### config.mk
export PLATFORM = sky130hd
export DESIGN_NAME = multi_joint_setpoint_ramp_flat
export DESIGN_NICKNAME = d
export VERILOG_FILES = /design/src/mjsr_pkg.sv /design/src/mjsr_if.sv /design/src/mjsr_ctrl.sv /design/src/mjsr_dp.sv /design/src/multi_joint_setpoint_ramp.sv /design/src/flat_wrapper.sv
export SDC_FILE = /design/constraint.sdc
export NUM_CORES = 2
export LEC_CHECK = 0
export BUFFER_PORTS_ARGS = -buffer_cell sky130_fd_sc_hd__buf_4
export CORE_MARGIN = 4
export CORE_UTILIZATION = 31
export CTS_CLUSTER_SIZE = 8
export DETAILED_ROUTE_END_ITERATION = 8
export GPL_ROUTABILITY_DRIVEN = 0
export PLACE_DENSITY_LB_ADDON = 0.2
export SETUP_SLACK_MARGIN = 0.5
export SYNTH_ARGS = -nofsm -noshare
export SYNTH_HDL_FRONTEND = slang
export SYNTH_SLANG_ARGS = --single-unit
### constraint.sdc
create_clock -name clk -period 30.8 [get_ports clk]
set_clock_uncertainty 0.1 [all_clocks]
set_input_delay 3.08 -clock clk [delete_from_list [all_inputs] [get_ports clk]]
set_output_delay 3.08 -clock clk [all_outputs]
set_load 0.005 [all_outputs]
### src/mjsr_pkg.sv
package mjsr_pkg;

	localparam int JOINTS = 16;
	localparam int JW = (JOINTS > 1) ? $clog2(JOINTS) : 1;

	localparam int IDX_W = 4;
	localparam int ANG_W = 32;
	localparam int DT_W = 16;
	localparam int SPD_W = 23;
	localparam int DZW_W = 21;
	localparam int FRAC = 16;
	localparam int CFG_IDX_W = 2;
	localparam int CFG_DATA_W = 23;

	localparam logic [SPD_W-1:0] MAX_SPEED_RST = 23'd80067;
	localparam logic [SPD_W-1:0] MAX_ACCEL_RST = 23'd148697;
	localparam logic DZ_ON_RST = 1'b1;
	localparam logic [DZW_W-1:0] DZ_WIDTH_RST = 21'd5719;

	typedef enum logic [CFG_IDX_W-1:0] {
		CFG_MAX_SPEED = 2'd0,
		CFG_MAX_ACCEL = 2'd1,
		CFG_DZ_ON = 2'd2,
		CFG_DZ_WIDTH = 2'd3
	} cfg_reg_t;

	typedef enum logic [2:0] {
		ST_IDLE,
		ST_TGT,
		ST_ACC,
		ST_SCAN,
		ST_SPD,
		ST_STEP,
		ST_UPD
	} state_t;

	typedef struct packed {
		logic latch_in;
		logic tgt_write;
		logic acc_calc;
		logic clr_idx;
		logic adv_idx;
		logic spd_calc;
		logic step_calc;
		logic upd;
	} cmd_t;

	typedef struct packed {
		logic is_tick;
		logic cur_moving;
		logic idx_last;
		logic out_busy;
	} sts_t;

endpackage

### src/mjsr_if.sv
interface mjsr_in_if;
	logic valid;
	logic ready;
	logic func;
	logic [mjsr_pkg::IDX_W-1:0] joint_index;
	logic signed [mjsr_pkg::ANG_W-1:0] target_angle;
	logic [mjsr_pkg::DT_W-1:0] elapsed;

	modport source (output valid, func, joint_index, target_angle, elapsed, input ready);
	modport sink (input valid, func, joint_index, target_angle, elapsed, output ready);
endinterface

interface mjsr_out_if;
	logic valid;
	logic ready;
	logic [mjsr_pkg::IDX_W-1:0] joint_out;
	logic signed [mjsr_pkg::ANG_W-1:0] position;
	logic last;

	modport source (output valid, joint_out, position, last, input ready);
	modport sink (input valid, joint_out, position, last, output ready);
endinterface

### src/mjsr_ctrl.sv
module mjsr_ctrl (
	input  logic clk,
	input  logic arst_n,
	input  logic in_valid,
	output logic in_ready,
	input  mjsr_pkg::sts_t sts,
	output mjsr_pkg::cmd_t cmd
);

	mjsr_pkg::state_t state_q, state_d;

	always_ff @(posedge clk or negedge arst_n) begin
		if (!arst_n) begin
			state_q <= mjsr_pkg::ST_IDLE;
		end else begin
			state_q <= state_d;
		end
	end

	always_comb begin
		state_d = state_q;
		unique case (state_q)
			mjsr_pkg::ST_IDLE: begin
				if (in_valid) begin
					state_d = sts.is_tick ? mjsr_pkg::ST_ACC : mjsr_pkg::ST_TGT;
				end
			end
			mjsr_pkg::ST_TGT: state_d = mjsr_pkg::ST_IDLE;
			mjsr_pkg::ST_ACC: state_d = mjsr_pkg::ST_SCAN;
			mjsr_pkg::ST_SCAN: begin
				if (sts.cur_moving) begin
					state_d = mjsr_pkg::ST_SPD;
				end else if (sts.idx_last) begin
					state_d = mjsr_pkg::ST_IDLE;
				end
			end
			mjsr_pkg::ST_SPD: state_d = mjsr_pkg::ST_STEP;
			mjsr_pkg::ST_STEP: state_d = mjsr_pkg::ST_UPD;
			mjsr_pkg::ST_UPD: begin
				if (!sts.out_busy) begin
					state_d = sts.idx_last ? mjsr_pkg::ST_IDLE : mjsr_pkg::ST_SCAN;
				end
			end
			default: state_d = mjsr_pkg::ST_IDLE;
		endcase
	end

	always_comb begin
		cmd = '0;
		in_ready = 1'b0;
		unique case (state_q)
			mjsr_pkg::ST_IDLE: begin
				in_ready = 1'b1;
				cmd.latch_in = in_valid;
			end
			mjsr_pkg::ST_TGT: cmd.tgt_write = 1'b1;
			mjsr_pkg::ST_ACC: begin
				cmd.acc_calc = 1'b1;
				cmd.clr_idx = 1'b1;
			end
			mjsr_pkg::ST_SCAN: cmd.adv_idx = !sts.cur_moving && !sts.idx_last;
			mjsr_pkg::ST_SPD: cmd.spd_calc = 1'b1;
			mjsr_pkg::ST_STEP: cmd.step_calc = 1'b1;
			mjsr_pkg::ST_UPD: begin
				cmd.upd = !sts.out_busy;
				cmd.adv_idx = !sts.out_busy && !sts.idx_last;
			end
			default: cmd = '0;
		endcase
	end

endmodule

### src/mjsr_dp.sv
module mjsr_dp (
	input  logic clk,
	input  logic arst_n,
	input  logic cfg_we,
	input  logic [mjsr_pkg::CFG_IDX_W-1:0] cfg_idx,
	input  logic [mjsr_pkg::CFG_DATA_W-1:0] cfg_data,
	input  logic in_func,
	input  logic [mjsr_pkg::IDX_W-1:0] in_joint_index,
	input  logic signed [mjsr_pkg::ANG_W-1:0] in_target_angle,
	input  logic [mjsr_pkg::DT_W-1:0] in_elapsed,
	input  logic out_ready,
	output logic out_valid,
	output logic [mjsr_pkg::IDX_W-1:0] out_joint,
	output logic signed [mjsr_pkg::ANG_W-1:0] out_position,
	output logic out_last,
	input  mjsr_pkg::cmd_t cmd,
	output mjsr_pkg::sts_t sts
);

	localparam int JW = mjsr_pkg::JW;
	localparam int AW = mjsr_pkg::ANG_W;
	localparam int SW = mjsr_pkg::SPD_W;
	localparam int DW = mjsr_pkg::DT_W;

	function automatic logic [SW-1:0] step_sel(input logic [SW+DW-1:0] p);
		return p[mjsr_pkg::FRAC +: SW];
	endfunction

	logic [SW-1:0] max_speed_q, max_accel_q;
	logic dz_on_q;
	logic [mjsr_pkg::DZW_W-1:0] dz_width_q;

	logic signed [AW-1:0] cur_q [mjsr_pkg::JOINTS];
	logic signed [AW-1:0] goal_q [mjsr_pkg::JOINTS];
	logic [SW-1:0] spd_arr_q [mjsr_pkg::JOINTS];
	logic [mjsr_pkg::JOINTS-1:0] reg_q, mov_q;

	logic tgt_valid_q;
	logic [JW-1:0] tgt_idx_q;
	logic signed [AW-1:0] tgt_ang_q;
	logic [DW-1:0] dt_q;

	logic [JW-1:0] idx_q;
	logic [SW-1:0] acc_q, spd_q, step_q;
	logic [AW:0] dist_q;

	logic out_valid_q, out_last_q;
	logic [mjsr_pkg::IDX_W-1:0] out_joint_q;
	logic signed [AW-1:0] out_pos_q;

	always_ff @(posedge clk or negedge arst_n) begin
		if (!arst_n) begin
			max_speed_q <= mjsr_pkg::MAX_SPEED_RST;
			max_accel_q <= mjsr_pkg::MAX_ACCEL_RST;
			dz_on_q <= mjsr_pkg::DZ_ON_RST;
			dz_width_q <= mjsr_pkg::DZ_WIDTH_RST;
		end else if (cfg_we) begin
			unique case (mjsr_pkg::cfg_reg_t'(cfg_idx))
				mjsr_pkg::CFG_MAX_SPEED: max_speed_q <= cfg_data[SW-1:0];
				mjsr_pkg::CFG_MAX_ACCEL: max_accel_q <= cfg_data[SW-1:0];
				mjsr_pkg::CFG_DZ_ON: dz_on_q <= cfg_data[0];
				mjsr_pkg::CFG_DZ_WIDTH: dz_width_q <= cfg_data[mjsr_pkg::DZW_W-1:0];
				default: ;
			endcase
		end
	end

	always_ff @(posedge clk) begin
		if (cmd.latch_in) begin
			tgt_valid_q <= 32'(in_joint_index) < mjsr_pkg::JOINTS;
			tgt_idx_q <= JW'(in_joint_index);
			tgt_ang_q <= in_target_angle;
			dt_q <= in_elapsed;
		end
	end

	// target item
	logic t_reg;
	logic signed [AW-1:0] t_cur, t_goal, t_goal_new;
	logic [SW-1:0] t_spd, t_spd_new;
	logic signed [AW:0] t_diff;
	logic [AW:0] t_abs;
	logic t_take;

	always_comb begin
		t_reg = reg_q[tgt_idx_q];
		t_cur = t_reg ? cur_q[tgt_idx_q] : '0;
		t_goal = t_reg ? goal_q[tgt_idx_q] : '0;
		t_spd = t_reg ? spd_arr_q[tgt_idx_q] : '0;
		t_diff = {tgt_ang_q[AW-1], tgt_ang_q} - {t_cur[AW-1], t_cur};
		t_abs = t_diff[AW] ? (AW+1)'(-t_diff) : (AW+1)'(t_diff);
		t_take = !dz_on_q || (t_abs >= (AW+1)'(dz_width_q));
		t_goal_new = t_take ? tgt_ang_q : t_goal;
		t_spd_new = t_take ? '0 : t_spd;
	end

	// tick walk
	logic signed [AW-1:0] w_cur, w_goal, w_new;
	logic [SW-1:0] w_spd;
	logic [SW:0] w_sum;
	logic [SW+DW-1:0] acc_prod, step_prod;
	logic signed [AW:0] w_diff;
	logic w_above;

	always_comb begin
		w_cur = cur_q[idx_q];
		w_goal = goal_q[idx_q];
		w_spd = spd_arr_q[idx_q];
		acc_prod = (SW+DW)'(max_accel_q) * (SW+DW)'(dt_q);
		w_sum = {1'b0, w_spd} + {1'b0, acc_q};
		step_prod = (SW+DW)'(spd_q) * (SW+DW)'(dt_q);
		w_diff = {w_goal[AW-1], w_goal} - {w_cur[AW-1], w_cur};
		if (dist_q <= (AW+1)'(step_q)) begin
			w_new = w_goal;
		end else if (w_goal > w_cur) begin
			w_new = w_cur + AW'(step_q);
		end else begin
			w_new = w_cur - AW'(step_q);
		end
		w_above = 1'b0;
		for (int j = 0; j < mjsr_pkg::JOINTS; j++) begin
			if (mov_q[j] && (j > int'(idx_q))) begin
				w_above = 1'b1;
			end
		end
	end

	always_ff @(posedge clk) begin
		if (cmd.acc_calc) begin
			acc_q <= step_sel(acc_prod);
		end
		if (cmd.spd_calc) begin
			spd_q <= (w_sum > {1'b0, max_speed_q}) ? max_speed_q : w_sum[SW-1:0];
		end
		if (cmd.step_calc) begin
			step_q <= step_sel(step_prod);
			dist_q <= w_diff[AW] ? (AW+1)'(-w_diff) : (AW+1)'(w_diff);
		end
	end

	always_ff @(posedge clk) begin
		if (cmd.tgt_write && tgt_valid_q) begin
			cur_q[tgt_idx_q] <= t_cur;
			goal_q[tgt_idx_q] <= t_goal_new;
			spd_arr_q[tgt_idx_q] <= t_spd_new;
		end else if (cmd.upd) begin
			cur_q[idx_q] <= w_new;
			spd_arr_q[idx_q] <= spd_q;
		end
	end

	always_ff @(posedge clk or negedge arst_n) begin
		if (!arst_n) begin
			reg_q <= '0;
			mov_q <= '0;
			idx_q <= '0;
		end else begin
			if (cmd.tgt_write && tgt_valid_q) begin
				reg_q[tgt_idx_q] <= 1'b1;
				mov_q[tgt_idx_q] <= t_goal_new != t_cur;
			end else if (cmd.upd) begin
				mov_q[idx_q] <= w_new != w_goal;
			end
			if (cmd.clr_idx) begin
				idx_q <= '0;
			end else if (cmd.adv_idx) begin
				idx_q <= idx_q + JW'(1);
			end
		end
	end

	always_ff @(posedge clk or negedge arst_n) begin
		if (!arst_n) begin
			out_valid_q <= 1'b0;
		end else if (cmd.upd) begin
			out_valid_q <= 1'b1;
		end else if (out_ready) begin
			out_valid_q <= 1'b0;
		end
	end

	always_ff @(posedge clk) begin
		if (cmd.upd) begin
			out_joint_q <= mjsr_pkg::IDX_W'(idx_q);
			out_pos_q <= w_new;
			out_last_q <= !w_above;
		end
	end

	assign out_valid = out_valid_q;
	assign out_joint = out_joint_q;
	assign out_position = out_pos_q;
	assign out_last = out_last_q;

	assign sts.is_tick = in_func;
	assign sts.cur_moving = mov_q[idx_q];
	assign sts.idx_last = idx_q == JW'(mjsr_pkg::JOINTS - 1);
	assign sts.out_busy = out_valid_q && !out_ready;

endmodule

### src/multi_joint_setpoint_ramp.sv
// Setpoint ramp for a table of 16 joints in Q16.16 radians. A target word
// (func 0) registers its joint on first use and sets a new goal unless the
// dead zone rejects it; it gives no result. A tick word (func 1) walks the
// joint table in index order, one joint per cycle while it passes joints
// at their goal; on each joint that is off its goal it adds and clamps the
// speed, multiplies out the step and updates the position, in that order,
// and the sink can hold the walk by stalling the output register. One
// result word per moved joint; last marks the final one.
// Write configuration only while the block is idle.
module multi_joint_setpoint_ramp (
	input  logic clk,
	input  logic arst_n,
	input  logic cfg_we,
	input  logic [mjsr_pkg::CFG_IDX_W-1:0] cfg_idx,
	input  logic [mjsr_pkg::CFG_DATA_W-1:0] cfg_data,
	mjsr_in_if.sink in_ch,
	mjsr_out_if.source out_ch
);

	mjsr_pkg::cmd_t cmd;
	mjsr_pkg::sts_t sts;
	logic in_ready;

	assign in_ch.ready = in_ready;

	mjsr_ctrl u_ctrl (
		.clk(clk),
		.arst_n(arst_n),
		.in_valid(in_ch.valid),
		.in_ready(in_ready),
		.sts(sts),
		.cmd(cmd)
	);

	mjsr_dp u_dp (
		.clk(clk),
		.arst_n(arst_n),
		.cfg_we(cfg_we),
		.cfg_idx(cfg_idx),
		.cfg_data(cfg_data),
		.in_func(in_ch.func),
		.in_joint_index(in_ch.joint_index),
		.in_target_angle(in_ch.target_angle),
		.in_elapsed(in_ch.elapsed),
		.out_ready(out_ch.ready),
		.out_valid(out_ch.valid),
		.out_joint(out_ch.joint_out),
		.out_position(out_ch.position),
		.out_last(out_ch.last),
		.cmd(cmd),
		.sts(sts)
	);

endmodule

### src/flat_wrapper.sv
// flat-port wrapper written by rule: the top's interface ports become plain ports
module multi_joint_setpoint_ramp_flat 
  (clk, arst_n, cfg_we, cfg_idx, cfg_data, in_ch_valid, in_ch_func, in_ch_joint_index, in_ch_target_angle, in_ch_elapsed, in_ch_ready, out_ch_valid, out_ch_joint_out, out_ch_position, out_ch_last, out_ch_ready);
  mjsr_in_if in_ch_i ();
  mjsr_out_if out_ch_i ();
  input  logic clk;
  input  logic arst_n;
  input  logic cfg_we;
  input  logic [mjsr_pkg::CFG_IDX_W-1:0] cfg_idx;
  input  logic [mjsr_pkg::CFG_DATA_W-1:0] cfg_data;
  input wire logic [$bits(in_ch_i.valid)-1:0] in_ch_valid;
  input wire logic [$bits(in_ch_i.func)-1:0] in_ch_func;
  input wire logic [$bits(in_ch_i.joint_index)-1:0] in_ch_joint_index;
  input wire logic [$bits(in_ch_i.target_angle)-1:0] in_ch_target_angle;
  input wire logic [$bits(in_ch_i.elapsed)-1:0] in_ch_elapsed;
  output wire logic [$bits(in_ch_i.ready)-1:0] in_ch_ready;
  output wire logic [$bits(out_ch_i.valid)-1:0] out_ch_valid;
  output wire logic [$bits(out_ch_i.joint_out)-1:0] out_ch_joint_out;
  output wire logic [$bits(out_ch_i.position)-1:0] out_ch_position;
  output wire logic [$bits(out_ch_i.last)-1:0] out_ch_last;
  input wire logic [$bits(out_ch_i.ready)-1:0] out_ch_ready;
  assign in_ch_i.valid = in_ch_valid;
  assign in_ch_i.func = in_ch_func;
  assign in_ch_i.joint_index = in_ch_joint_index;
  assign in_ch_i.target_angle = in_ch_target_angle;
  assign in_ch_i.elapsed = in_ch_elapsed;
  assign in_ch_ready = in_ch_i.ready;
  assign out_ch_valid = out_ch_i.valid;
  assign out_ch_joint_out = out_ch_i.joint_out;
  assign out_ch_position = out_ch_i.position;
  assign out_ch_last = out_ch_i.last;
  assign out_ch_i.ready = out_ch_ready;
  multi_joint_setpoint_ramp u_core (.clk(clk), .arst_n(arst_n), .cfg_we(cfg_we), .cfg_idx(cfg_idx), .cfg_data(cfg_data), .in_ch(in_ch_i), .out_ch(out_ch_i));
endmodule
==> reports/metrics.csv <==
stage;metric;value;unit
outcome;status;finished, final reports clean;
routing;post-DR wirelength/cell;29.23;um
logic_synthesis;Post-synth EDFFs;1583;
cts;worst-case clock buffer depth;4;
routing;WL final;377200;um
floorplanning;row count;215;
logic_synthesis;Synth Area in Compound Gates;0.07492;
logic_synthesis;FF+latch count, synth;1695;
grt;initial antenna violation count;27;
logic_synthesis;most area-consuming cells after synthesis;edfxtp_1, fa_1, mux4_2;
logic_synthesis;average size of a mapped cell;13.14;um2
sta;RSZ-0062 raised after global routing;no;
cts;CTS tree;yes;
sta;measured slew at the worst slew-check pin;1.416;ns
critical_path;Slowest-stage cell, CP;nand4_1;
layout;layout cells sized above 1;0.1605;
grt;global router's overall resource usage;0.2088;
floorplanning;Initial Util;0.3111;
critical_path;Arr. time, crit path;13.80;ns
floorplanning;CORE AREA;0.3427;mm2
sta;Final Max Slew Viols;0;
cts;H-tree Lvls;4;
logic_synthesis;sequential area share after synthesis;0.4723;
logic_synthesis;Synth top area share;0.4459;
grt;remaining global-route overflow;0;
placement;HPWL Detailed;249700;um
critical_path;crit start category;flip-flop;
flow_run;reported max-cap violation count;0;
cts;clk sinks;1695;
cts;Clk pin slew, worst setup/hold paths;0.05;ns
critical_path;Worst Setup End Kind;flip-flop;
sta;final setup violation count;0;
worst_hold_path;Hold Path Class;flip-flop to flip-flop;
layout;number of fill cells;33200;
logic_synthesis;Syn Nets;9193;
floorplanning;chip height;594.4;um
critical_path;CP max FO;51;
floorplanning;# IOs;122;
grt;first-pass GRT wire length;538000;um
sta;final worst-path cycle share;0.4284;
sta;final hold vios;0;
logic_synthesis;yosys warns;0;
sta;Slew headroom;0.04941;
sta;Period minus WS final;13.20;ns
cts;clock latency at the later pin of the worst-skew pair;0.96;ns
logic_synthesis;proportion of synthesized area in mux cells;0.1475;
routing;vias per inst;5.498;
logic_synthesis;Syn Std Cell Area;0.1066;mm2
routing;initial drt markers;6738;
logic_synthesis;Commonest cells post-synth;edfxtp_1, nand2_1, inv_1;
sta;Max Clk Rate;75.78;MHz
layout;Area Overhead vs Synth;12.67;%
sta;Hold Slack;0.3616;ns
placement;port bufs;121;
logic_synthesis;largest family of logic cells by synthesized area;adder cells;
cts;Post-CTS Hold Buffers;0;
grt;largest net degree at the start of global routing;123;
critical_path;Largest stage delay, worst path;0.69;ns
logic_synthesis;fraction of the mapped netlist area in adder cells;0.1581;
critical_path;critical path class;flip-flop to flip-flop;
critical_path;Crit path required time;31.40;ns
logic_synthesis;area leader, netlist;edfxtp_1;
cts;CTS buffer count;236;
cts;cts repair resizes;0;
sta;final setup TNS;0;ns
routing;DR vias;70939;
logic_synthesis;cell count after synthesis;8115;
logic_synthesis;xor/xnor share of the synthesized area;0.02201;
floorplanning;Die Width;594.4;um
layout;Nets;9337;
floorplanning;Die ar.;0.3533;mm2
logic_synthesis;asr flop ratio synth;0.06372;
cts;setup bufs post-CTS;0;
cts;root buf cell;clkbuf_16;
logic_synthesis;simple-gate share of the synthesized area;0.08075;
routing;# DRC;0;
routing;TritonRoute pass-1 iters;8;
logic_synthesis;count leader, synth;edfxtp_1;
grt;vias in the first global route;72726;
logic_synthesis;dominant synthesized flop cell;edfxtp_1;
routing;Post-DRT Antenna Nets;0;
logic_synthesis;synth unique cells;109;
logic make-up after synthesis:
group / after synthesis
adder cells (fa/ha/maj): 996
AO/OA/AOI/OAI: 1167
buffers and inverters: 1223
multiplexers: 971
AND/OR/NAND/NOR: 1799
flip-flops: 1695
XOR/XNOR: 264
worst max-delay path, delay by kind of cell, from the launching register on:
| kind | cells | cell delay, ns |
|---|---|---|
| buf+inv | 4 | 1.95 |
| fa+ha+maj | 2 | 0.76 |
| flops | 1 | 0.34 |
| simple gates | 15 | 4.76 |
| compound gates | 13 | 4.51 |
| xor+xnor | 3 | 0.49 |
metal layers:
layer,share of wire,global-route usage,vias up
met4,0.050,0.09228,12
met3,0.074,0.03928,682
met2,0.46,0.3363,2885
met1,0.41,0.2745,37375
met5,0.00066,0,-
li1,-,-,29985
per-stage QoR:
stage            util  setup WS, ns  std cells  instance area, um2
6_report       0.3505         17.60      12903              120100
5_1_grt        0.3504         16.82      12896              120100
4_1_cts        0.3504         17.64      12895              120100
3_5_place_dp   0.3316         17.68      12578              113600
3_3_place_gp   0.3315         17.64      12577              113600
2_1_floorplan       -         19.10       8115              106600
cell type report:
cell class,instances,area (um2),area share
multi-input cells,5197,51910,0.4322
flip-flops and latches,1695,50380,0.4194
clock buffers,303,6210,0.05170
well taps,4557,5702,0.04747
inverters,777,2925,0.02436
repair buffers,352,2733,0.02275
clock inverters,14,231.5,0.001927
diodes,8,20.02,0.0001667
sequential cells by signal, summed over array words and instances, names as in the netlist, 21 cells and up, named ones only:
register / count
u_core.u_dp.step_q: 23
u_core.u_dp.out_position: 32
u_core.u_dp.spd_q: 23
u_core.u_dp.max_accel_q: 23
u_core.u_dp.tgt_ang_q: 32
u_core.u_dp.dist_q: 33
u_core.u_dp.goal_q: 512
u_core.u_dp.spd_arr_q: 368
u_core.u_dp.max_speed_q: 23
u_core.u_dp.acc_q: 23
u_core.u_dp.dz_width_q: 21
u_core.u_dp.cur_q: 512
layout by cell type, fill, tap and decap left out, types with 96 or more instances in the layout:
cell	count
o21ai_0	172
mux2i_1	403
mux2_2	96
mux4_2	469
a21oi_1	259
clkbuf_16	238
buf_4	344
o221ai_1	188
xnor2_1	183
and2_1	285
o22ai_1	99
ha_1	409
inv_1	769
nor2_1	229
fa_1	586
a21o_1	116
nand2_1	811
edfxtp_1	1583
path summary, 6_finish.rpt:
path,startpoint,end,slack (ns),depth (start not counted)
max,u_core.u_dp.idx_q[2]$_DFFE_PN0P_,u_core.u_dp.mov_q[14]$_DFFE_PN0P_,17.60,37
max reg2reg,u_core.u_dp.idx_q[2]$_DFFE_PN0P_,u_core.u_dp.mov_q[14]$_DFFE_PN0P_,17.60,37
max in group asynchronous,arst_n,u_core.u_dp.idx_q[0]$_DFFE_PN0P_,26.87,2
min reg2reg,u_core.u_dp.reg_q[10]$_DFFE_PN0P_,u_core.u_dp.reg_q[10]$_DFFE_PN0P_,0.36,1
min in group asynchronous,arst_n,u_core.u_dp.dz_width_q[19]$_DFFE_PN0P_,2.18,1
min,u_core.u_dp.reg_q[10]$_DFFE_PN0P_,u_core.u_dp.reg_q[10]$_DFFE_PN0P_,0.36,1
Power is left out: the tool's default activity adds up to more than one toggle a clock period on the data nets, which glitch-free logic cannot reach.
